===== src/hdl/apt_pkg.sv =====
// Package for the animation progress tracker: formats, command codes and sequencer states.
`timescale 1ns / 1ps

package apt_pkg;

	localparam int FRAC_BITS_DEF = 16;

	// iteration position: signed, 48 bits
	localparam int POS_W = 48;
	// quotient bits produced by the divider; larger quotients saturate
	localparam int Q_W = 48;

	localparam logic signed [POS_W-1:0] POS_MAX = {1'b0, {(POS_W-1){1'b1}}};
	localparam logic signed [POS_W-1:0] POS_MIN = {1'b1, {(POS_W-1){1'b0}}};

	localparam logic [16:0] ONE_Q16 = 17'h10000;

	localparam logic [31:0] DURATION_RST  = 32'd0;
	localparam logic [31:0] DELAY_RST     = 32'd0;
	localparam logic [31:0] COUNT_RST     = 32'd65536;
	localparam logic [15:0] SLOWDOWN_RST  = 16'd256;

	typedef enum logic [1:0] {
		CMD_START   = 2'd0,
		CMD_FINISH  = 2'd1,
		CMD_ADVANCE = 2'd2,
		CMD_SKIP    = 2'd3
	} cmd_t;

	typedef enum logic [1:0] {
		REG_DURATION = 2'd0,
		REG_DELAY    = 2'd1,
		REG_COUNT    = 2'd2,
		REG_SLOWDOWN = 2'd3
	} reg_idx_t;

	typedef enum logic [1:0] {
		PH_BEFORE = 2'd0,
		PH_DURING = 2'd1,
		PH_AFTER  = 2'd2
	} phase_t;

	typedef enum logic [9:0] {
		ST_IDLE  = 10'b00_0000_0001,
		ST_MUL   = 10'b00_0000_0010,
		ST_DINIT = 10'b00_0000_0100,
		ST_DIV   = 10'b00_0000_1000,
		ST_APPLY = 10'b00_0001_0000,
		ST_EVAL  = 10'b00_0010_0000,
		ST_PROG  = 10'b00_0100_0000,
		ST_SQ    = 10'b00_1000_0000,
		ST_CUBE  = 10'b01_0000_0000,
		ST_DONE  = 10'b10_0000_0000
	} state_t;

endpackage


===== src/hdl/animation_progress_tracker.sv =====
// Animation progress tracker: frame timestamps in, phase, iteration, progress and ease out.
`timescale 1ns / 1ps

// Each input transaction carries a command (start, finish, advance, skip) in tuser and a
// frame timestamp in microseconds plus a reverse flag in tdata; each one yields exactly one
// output transaction describing the tracker after the command. A start latches duration and
// iteration count and places the position at minus delay over duration; an advance adds the
// elapsed time scaled by slowdown and duration; the first frame after a start and every skip
// only record the time; a timestamp earlier than the last is dropped and flagged. One item is
// handled at a time and s_axis_tready is high only while the sequencer is idle. Start and a
// real advance run a restoring divider at one quotient bit per cycle over 48 bits; an advance
// first takes an extra step for the slowdown times duration product, and a quotient that
// saturates skips the bit loop. Finish, skip, a stopped tracker, a backward frame and a
// frame that only records its time bypass the divider and go straight to evaluation. A
// single 34x17 multiplier is shared by the divisor product
// and the two steps of the ease-out cube. The result sits in an output register, so the next
// command is taken while the previous result still waits on m_axis_tready; a new result that
// finds that register still full holds the sequencer until m_axis_tready frees it.
// Configuration writes are meant for idle periods only.
module animation_progress_tracker
	import apt_pkg::*;
#(
	parameter int FRAC_BITS = FRAC_BITS_DEF
) (
	input  logic        clk,
	input  logic        arst_n,
	// configuration write port
	input  logic        cfg_we,
	input  logic [1:0]  cfg_index,
	input  logic [31:0] cfg_data,
	// input stream
	input  logic        s_axis_tvalid,
	output logic        s_axis_tready,
	input  logic [71:0] s_axis_tdata,   // timestamp_us[63:0], reversed[64], zero pad
	input  logic [1:0]  s_axis_tuser,   // cmd[1:0]
	// result stream
	output logic        m_axis_tvalid,
	input  logic        m_axis_tready,
	output logic [87:0] m_axis_tdata    // phase[1:0], iteration_q16[33:2], cycle_index[49:34],
	                                    // progress_q16[66:50], eased_q16[83:67],
	                                    // went_backwards[84], zero pad
);

	// numerator shift of the advance step, numerator width
	localparam int SHIFT  = 8 + FRAC_BITS;
	localparam int NUM_W  = 64 + SHIFT;
	localparam int CNT_W  = $clog2(Q_W);
	localparam int SH_R   = (FRAC_BITS >= 16) ? FRAC_BITS - 16 : 0;
	localparam int SH_L   = (FRAC_BITS < 16) ? 16 - FRAC_BITS : 0;

	// configuration registers
	logic [31:0] duration_q;
	logic [31:0] delay_q;
	logic [31:0] count_q;
	logic [15:0] slowdown_q;

	// tracker state
	logic                    running_q;
	logic [63:0]             last_time_q;
	logic signed [POS_W-1:0] pos_q;
	logic [31:0]             lat_duration_q;
	logic [31:0]             lat_count_q;

	state_t state_q;

	// per-item working registers
	cmd_t              cmd_q;
	logic              rev_q;
	logic              back_q;
	logic [63:0]       ft_q;
	logic [NUM_W-1:0]  num_q;
	logic [Q_W-1:0]    den_q;
	logic [Q_W-1:0]    rem_q;
	logic [Q_W-1:0]    quo_q;
	logic              ovf_q;
	logic [CNT_W-1:0]  cnt_q;
	phase_t            phase_q;
	logic [31:0]       it_q;
	logic [15:0]       cyc_q;
	logic [16:0]       prog_q;
	logic [16:0]       m_q;
	logic [33:0]       m2_q;
	logic [48:0]       cube_q;

	logic [87:0] out_data_q;
	logic        out_valid_q;

	// input fields
	cmd_t        in_cmd;
	logic [63:0] in_ft;
	logic        in_rev;
	logic        in_acc;

	assign in_cmd = cmd_t'(s_axis_tuser);
	assign in_ft  = s_axis_tdata[63:0];
	assign in_rev = s_axis_tdata[64];

	assign s_axis_tready = (state_q == ST_IDLE);
	assign in_acc        = s_axis_tvalid && s_axis_tready;

	// timestamp difference; the borrow marks a frame that went backwards
	logic [64:0] dt_full;
	assign dt_full = {1'b0, in_ft} - {1'b0, last_time_q};

	// start offset operands
	logic        dly_neg;
	logic [31:0] dly_mag;
	logic [31:0] dur_max;
	logic [31:0] lat_dur_max;
	logic [15:0] sd_max;

	assign dly_neg     = delay_q[31];
	assign dly_mag     = dly_neg ? (32'd0 - delay_q) : delay_q;
	assign dur_max     = (duration_q == 32'd0) ? 32'd1 : duration_q;
	assign lat_dur_max = (lat_duration_q == 32'd0) ? 32'd1 : lat_duration_q;
	assign sd_max      = (slowdown_q == 16'd0) ? 16'd1 : slowdown_q;

	// shared multiplier
	logic [33:0] mul_a;
	logic [16:0] mul_b;
	logic [50:0] prod;

	always_comb begin
		unique case (state_q)
			ST_MUL: begin
				mul_a = {2'b00, lat_dur_max};
				mul_b = {1'b0, sd_max};
			end
			ST_SQ: begin
				mul_a = {17'd0, m_q};
				mul_b = m_q;
			end
			ST_CUBE: begin
				mul_a = m2_q;
				mul_b = m_q;
			end
			default: begin
				mul_a = '0;
				mul_b = '0;
			end
		endcase
	end

	assign prod = 51'(mul_a) * 51'(mul_b);

	// divider step: bring down the next numerator bit, subtract when it fits
	logic [Q_W-1:0] num_hi;
	logic [Q_W:0]   rem_sh;
	logic           rem_fit;

	assign num_hi  = Q_W'(num_q[NUM_W-1:Q_W]);
	assign rem_sh  = {rem_q, num_q[Q_W-1]};
	assign rem_fit = rem_sh >= {1'b0, den_q};

	// position update
	logic                    q_big;
	logic signed [POS_W-1:0] start_pos;
	logic [Q_W:0]            delta;
	logic signed [POS_W+1:0] pos_sum;
	logic signed [POS_W-1:0] adv_pos;

	assign q_big     = ovf_q || quo_q[Q_W-1];
	assign start_pos = cmd_q == CMD_START && dly_neg
		? (q_big ? POS_MAX : POS_W'(quo_q))
		: (q_big ? POS_MIN : POS_W'(0 - quo_q));
	assign delta     = ovf_q ? {1'b1, {Q_W{1'b0}}} : {1'b0, quo_q};
	assign pos_sum   = {{2{pos_q[POS_W-1]}}, pos_q} + $signed({1'b0, delta});
	assign adv_pos   = (!pos_sum[POS_W+1] && pos_sum[POS_W:POS_W-1] != 2'b00)
		? POS_MAX : pos_sum[POS_W-1:0];

	// phase and clamped iteration
	logic [63:0] pos_cmp;
	logic [63:0] cnt_cmp;
	logic [63:0] pos_ext;
	logic [63:0] it_full;

	assign pos_cmp = {pos_q, 16'd0};
	assign cnt_cmp = {32'd0, lat_count_q} << FRAC_BITS;
	assign pos_ext = {16'd0, pos_q};
	assign it_full = (pos_ext >> SH_R) << SH_L;

	// cycle index and progress
	logic [31:0] it_m1;
	logic [16:0] prog_raw;

	assign it_m1    = it_q - 32'd1;
	assign prog_raw = (it_q == 32'd0) ? 17'd0 : ({1'b0, it_m1[15:0]} + 17'd1);

	// rounded cube for the ease out
	logic [48:0] cube_rnd;
	logic [16:0] eased;
	logic        out_load;

	assign cube_rnd = cube_q + 49'h0_8000_0000;
	assign eased    = ONE_Q16 - cube_rnd[48:32];
	assign out_load = (state_q == ST_DONE) && (!out_valid_q || m_axis_tready);

	// configuration registers
	always_ff @(posedge clk or negedge arst_n) begin
		if (!arst_n) begin
			duration_q <= DURATION_RST;
			delay_q    <= DELAY_RST;
			count_q    <= COUNT_RST;
			slowdown_q <= SLOWDOWN_RST;
		end else if (cfg_we) begin
			unique case (reg_idx_t'(cfg_index))
				REG_DURATION: duration_q <= cfg_data;
				REG_DELAY:    delay_q    <= cfg_data;
				REG_COUNT:    count_q    <= cfg_data;
				REG_SLOWDOWN: slowdown_q <= cfg_data[15:0];
				default: ;
			endcase
		end
	end

	// sequencer and tracker state
	always_ff @(posedge clk or negedge arst_n) begin
		if (!arst_n) begin
			state_q        <= ST_IDLE;
			running_q      <= 1'b0;
			last_time_q    <= 64'd0;
			pos_q          <= '0;
			lat_duration_q <= 32'd0;
			lat_count_q    <= 32'd0;
			cnt_q          <= '0;
			out_valid_q    <= 1'b0;
		end else begin
			if (out_load) begin
				out_valid_q <= 1'b1;
			end else if (m_axis_tready) begin
				out_valid_q <= 1'b0;
			end

			unique case (state_q)
				ST_IDLE: begin
					if (in_acc) begin
						case (in_cmd)
							CMD_START: begin
								running_q      <= 1'b1;
								last_time_q    <= 64'd0;
								lat_duration_q <= duration_q;
								lat_count_q    <= count_q;
								state_q        <= ST_DINIT;
							end
							CMD_FINISH: begin
								running_q <= 1'b0;
								state_q   <= ST_EVAL;
							end
							default: begin
								// advance or skip
								if (!running_q) begin
									state_q <= ST_EVAL;
								end else if (in_cmd == CMD_SKIP || last_time_q == 64'd0) begin
									last_time_q <= in_ft;
									state_q     <= ST_EVAL;
								end else if (dt_full[64]) begin
									state_q <= ST_EVAL;
								end else begin
									state_q <= ST_MUL;
								end
							end
						endcase
					end
				end
				ST_MUL: begin
					state_q <= ST_DINIT;
				end
				ST_DINIT: begin
					cnt_q <= CNT_W'(Q_W - 1);
					// a quotient of 2^48 or more saturates; skip the bit loop
					state_q <= (num_hi >= den_q) ? ST_APPLY : ST_DIV;
				end
				ST_DIV: begin
					if (cnt_q == '0) begin
						state_q <= ST_APPLY;
					end else begin
						cnt_q <= cnt_q - CNT_W'(1);
					end
				end
				ST_APPLY: begin
					if (cmd_q == CMD_START) begin
						pos_q <= start_pos;
					end else begin
						pos_q       <= adv_pos;
						last_time_q <= ft_q;
					end
					state_q <= ST_EVAL;
				end
				ST_EVAL: begin
					state_q <= ST_PROG;
				end
				ST_PROG: begin
					state_q <= ST_SQ;
				end
				ST_SQ: begin
					state_q <= ST_CUBE;
				end
				ST_CUBE: begin
					state_q <= ST_DONE;
				end
				ST_DONE: begin
					if (out_load) begin
						state_q <= ST_IDLE;
					end
				end
				default: begin
					state_q <= ST_IDLE;
				end
			endcase
		end
	end

	// working registers, no reset needed
	always_ff @(posedge clk) begin
		unique case (state_q)
			ST_IDLE: begin
				if (in_acc) begin
					cmd_q  <= in_cmd;
					rev_q  <= in_rev;
					ft_q   <= in_ft;
					back_q <= (in_cmd == CMD_ADVANCE) && running_q &&
						(last_time_q != 64'd0) && dt_full[64];
					if (in_cmd == CMD_START) begin
						num_q <= {{(NUM_W-32){1'b0}}, dly_mag} << FRAC_BITS;
						den_q <= Q_W'(dur_max);
					end else begin
						num_q <= {dt_full[63:0], {SHIFT{1'b0}}};
					end
				end
			end
			ST_MUL: begin
				den_q <= prod[Q_W-1:0];
			end
			ST_DINIT: begin
				ovf_q <= num_hi >= den_q;
				rem_q <= num_hi;
				quo_q <= '0;
			end
			ST_DIV: begin
				rem_q <= rem_fit ? (rem_sh[Q_W-1:0] - den_q) : rem_sh[Q_W-1:0];
				quo_q <= {quo_q[Q_W-2:0], rem_fit};
				num_q <= num_q << 1;
			end
			ST_EVAL: begin
				if (!running_q) begin
					phase_q <= PH_AFTER;
					it_q    <= 32'(ONE_Q16);
				end else if (pos_q[POS_W-1]) begin
					phase_q <= PH_BEFORE;
					it_q    <= 32'd0;
				end else if (pos_cmp > cnt_cmp) begin
					phase_q <= PH_AFTER;
					it_q    <= lat_count_q;
				end else begin
					phase_q <= PH_DURING;
					it_q    <= it_full[31:0];
				end
			end
			ST_PROG: begin
				cyc_q  <= (it_q == 32'd0) ? 16'd0 : it_m1[31:16];
				prog_q <= rev_q ? (ONE_Q16 - prog_raw) : prog_raw;
				m_q    <= rev_q ? prog_raw : (ONE_Q16 - prog_raw);
			end
			ST_SQ: begin
				m2_q <= prod[33:0];
			end
			ST_CUBE: begin
				cube_q <= prod[48:0];
			end
			ST_DONE: begin
				if (out_load) begin
					out_data_q <= {3'd0, back_q, eased, prog_q, cyc_q, it_q, phase_q};
				end
			end
			default: ;
		endcase
	end

	assign m_axis_tvalid = out_valid_q;
	assign m_axis_tdata  = out_data_q;

endmodule

===== config.mk =====
export PLATFORM = sky130hd
export DESIGN_NAME = animation_progress_tracker
export DESIGN_NICKNAME = d
export VERILOG_FILES = /design/src/hdl/apt_pkg.sv /design/src/hdl/animation_progress_tracker.sv
export SDC_FILE = /design/constraint.sdc
export NUM_CORES = 2
export LEC_CHECK = 0
export ABC_AREA = 1
export BUFFER_PORTS_ARGS = -buffer_cell sky130_fd_sc_hd__buf_2
export CAP_MARGIN = 20
export CORE_ASPECT_RATIO = 1.4
export CORE_MARGIN = 2
export CORE_UTILIZATION = 65
export CTS_CLUSTER_SIZE = 25
export DETAILED_ROUTE_END_ITERATION = 8
export PLACE_DENSITY = 0.83
export SLEW_MARGIN = 0
export SYNTH_ARGS = -nofsm -noshare
export SYNTH_HDL_FRONTEND = slang
export SYNTH_SLANG_ARGS = --single-unit

===== constraint.sdc =====
create_clock -name clk -period 8.9 [get_ports clk]
set_input_delay 0.445 -clock clk [delete_from_list [all_inputs] [get_ports clk]]
set_output_delay 0.445 -clock clk [all_outputs]
set_load 0.01 [all_outputs]

==> flow_summary.json <==
{
  "stdcell_count": 10368,
  "final_area_sq_um": 74560,
  "power_per_cell_area_nw_per_um2": 203.3,
  "clock_latency_ps": 700,
  "avgRoutedWirePerCell_um": 21.74,
  "die_area_sq_um": 107800,
  "synth_area_sq_um": 68330,
  "cts_tree": "yes",
  "skew_ps": 56.48,
  "cpMaxStageDelayCell": "fa_1",
  "port_buffers": 192,
  "num_io_pins": 203,
  "drtIter0Drc": 6300,
  "routabilityCongestion": 1.018,
  "maxCapViolations": 0,
  "antenna_left": 0,
  "fin_setup_tns_ps": 0,
  "async_flop_share": 0.3773,
  "post-route-period-util": 0.9547,
  "critPathMaxFanout": 36,
  "synthXorXnorAreaFrac": 0.02574,
  "hold_violations": 0,
  "vias_per_cell": 6.017,
  "synth.distinct_cells": 72,
  "report.final.slew_viol_count": 0,
  "whs_ps": 27.34,
  "area_growth_pct": 9.110,
  "cp-end-kind": "register",
  "overflow": 0,
  "dp.cells": 10146,
  "cts_buffer_depth": 3,
  "synth_fa_ha_area_frac": 0.2059,
  "fp.dieW_um": 278.0,
  "antenna_found_initial": 5,
  "rsz0062_at_grt": "no",
  "start_util": 0.6556,
  "cts_made_buffers": 79,
  "status": "complete, no violations",
  "detailedRoute.firstPassIterationCount": 7,
  "synth_top_family_by_area": "simple AND/OR/NAND/NOR gates",
  "route.detailed.drc": 0,
  "start_kind": "register",
  "syn_inst": 8731,
  "cp.arrival_ps": 9010,
  "max_freq_ghz": 0.1177,
  "coreArea_sq_um": 104200,
  "synth_seq_area_share": 0.3340,
  "synth-simple-area-share": 0.2152,
  "synth.top_cells.by_area": "edfxtp_1 22%, fa_1 14%, dfrtp_1 11%, nand2_1 11%, inv_1 8.5%",
  "fp-row-count": 140,
  "first_global_vias": 63560,
  "synth_compound_area_frac": 0.1160,
  "synth_edf_count": 505,
  "p_total_mw": 15.16,
  "drive_above_1_share": 0.06520,
  "yosys.area.top_type": "edfxtp_1",
  "dp_hpwl_um": 172400,
  "avgSynthCellArea_sq_um": 7.826,
  "die_y_um": 387.6,
  "relSlewSlack": 0.2438,
  "grt_usage": 0.4171,
  "post_dp_cell_area_sq_um": 71070,
  "clk_pin_slew_worst_paths_ps": 70,
  "max_stage_delay_ps": 750,
  "synth_warnings": 0,
  "path_class": "reg2reg",
  "ys.flop_type": "edfxtp_1",
  "ir_worst_vdd_mv": 0.2093,
  "layout_common_cells": "1939 x nand2_1, 1543 x inv_1, 1080 x nor2_1",
  "htree_num_levels": 3,
  "grt_pass1_wl_um": 346400,
  "synth_mux_area_frac": 0.0004944,
  "leakage_nw": 35.28,
  "cts_sinks": 811,
  "wirelength_um": 225400,
  "synth-seq-cells": 811,
  "layout.nets": 9900,
  "cts_root_buffer": "clkbuf_16",
  "final.min_clock_period_ps": 8497,
  "setup_viol": 0,
  "vias": 62380,
  "synth_top_area_share": 0.2219,
  "crit_top_cell": "inv_1",
  "grt_max_degree": 117,
  "layout_commonest_cell": "nand2_1",
  "worstMarginPinSlew_ps": 1124,
  "hold_path_class": "in2reg",
  "critPathRequiredTime_ps": 9420
}
[critical path: cells and delay by family (launching register included)]
kind	cells	cell delay [ps]
and+or+nand+nor	11	2180
AOI/OAI and AO/OA	2	470
buffers and inverters	10	1720
DFF	1	380
xor gates and xnor gates	1	210
adders and majority gates	7	3340
[flip-flops by register name (all words and copies together), names as in the netlist, 2 cells and up]
| name | flops |
|---|---|
| cube_q | 18 |
| m_q | 16 |
| last_time_q | 64 |
| m2_q | 34 |
| delay_q | 32 |
| cnt_q | 6 |
| cyc_q | 16 |
| m_axis_tdata | 85 |
| pos_q | 48 |
| lat_duration_q | 32 |
| count_q | 32 |
| cmd_q | 2 |
| num_q | 72 |
| duration_q | 32 |
| phase_q | 2 |
| rem_q | 48 |
| it_q | 32 |
| ft_q | 64 |
| quo_q | 48 |
| state_q | 10 |
| lat_count_q | 32 |
| slowdown_q | 16 |
| prog_q | 17 |
| den_q | 48 |
[metal layers]
layer | global-route usage | part of all wire | wire length (um) | up-vias
li1 | - | - | - | 28292
met1 | 0.4765 | 0.34 | 77200 | 29538
met2 | 0.7026 | 0.48 | 107900 | 3505
met3 | 0.07916 | 0.092 | 20680 | 1037
met4 | 0.2984 | 0.087 | 19520 | 8
met5 | 0.0008997 | 0.00023 | 51 | -
[path summary, 6_finish.rpt]
check,end,cells past startpoint,start,slack [ps]
min in group asynchronous,lat_count_q[11],2,arst_n,460
max in group asynchronous,last_time_q[61],4,arst_n,6290
worst min-delay path,ft_q[1],1,s_axis_tdata[1],30
worst min register to register,m_axis_tdata[53],0,prog_q[3],420
worst max-delay path,den_q[45],31,state_q[7],400
worst max register to register,den_q[45],31,state_q[7],400
[synth_stat cells (all sizes together) (83+ instances only)]
cell / number
clkbuf: 177
edfxtp: 505
nand2: 1959
xor2: 113
ha: 355
nor2: 1105
nand4: 83
xnor2: 87
fa: 481
o21ai: 592
inv: 1567
dfrtp: 303
nand3: 271
a21oi: 568
[logic make-up (layout without fill, tap and decap cells)]
logic type | count (synthesis) | after routing
other | 1 | 4
and+or+nand+nor | 3608 | 3608
xor gates and xnor gates | 200 | 200
muxes | 3 | 3
adders and majority gates | 836 | 836
AOI/OAI and AO/OA | 1441 | 1441
buffers and inverters | 1831 | 2116
DFF | 811 | 811
[power breakdown]
group	internal (mW)	leakage (nW)	switching (mW)	total (mW)
Clock	1.88	1.29	1.61	3.49
Sequential	5.19	8.66	0.725	5.92
Combinational	1.76	25.3	3.98	5.75
[cell type report]
class                   instances  area [sq um]
clock inverters                47         501.7
well taps                    1349          1688
repair buffers                396          2808
inverters                    1572          5917
fillers                      8247         29670
multi-input cells            6091         38650
diodes                          1         2.502
clock buffers                 101          2161
flip-flops and latches        811         22830
[what timing repair did]
item	4_1_cts	5_1_grt
hold buffers	66	0
buffers inserted	0	1
resized for setup	0	9
setup endpoints to repair	0	24
endpoints found under the hold margin	177	0
[stage by stage]
step	setup WS, ps	util
floorplan	1374	-
global placement	544.5	0.6819
detailed placement	425.5	0.6819
CTS	394.1	0.7138
global route	41.07	0.7153
finish	403.0	0.7153
(Power assumes the default switching activity.)
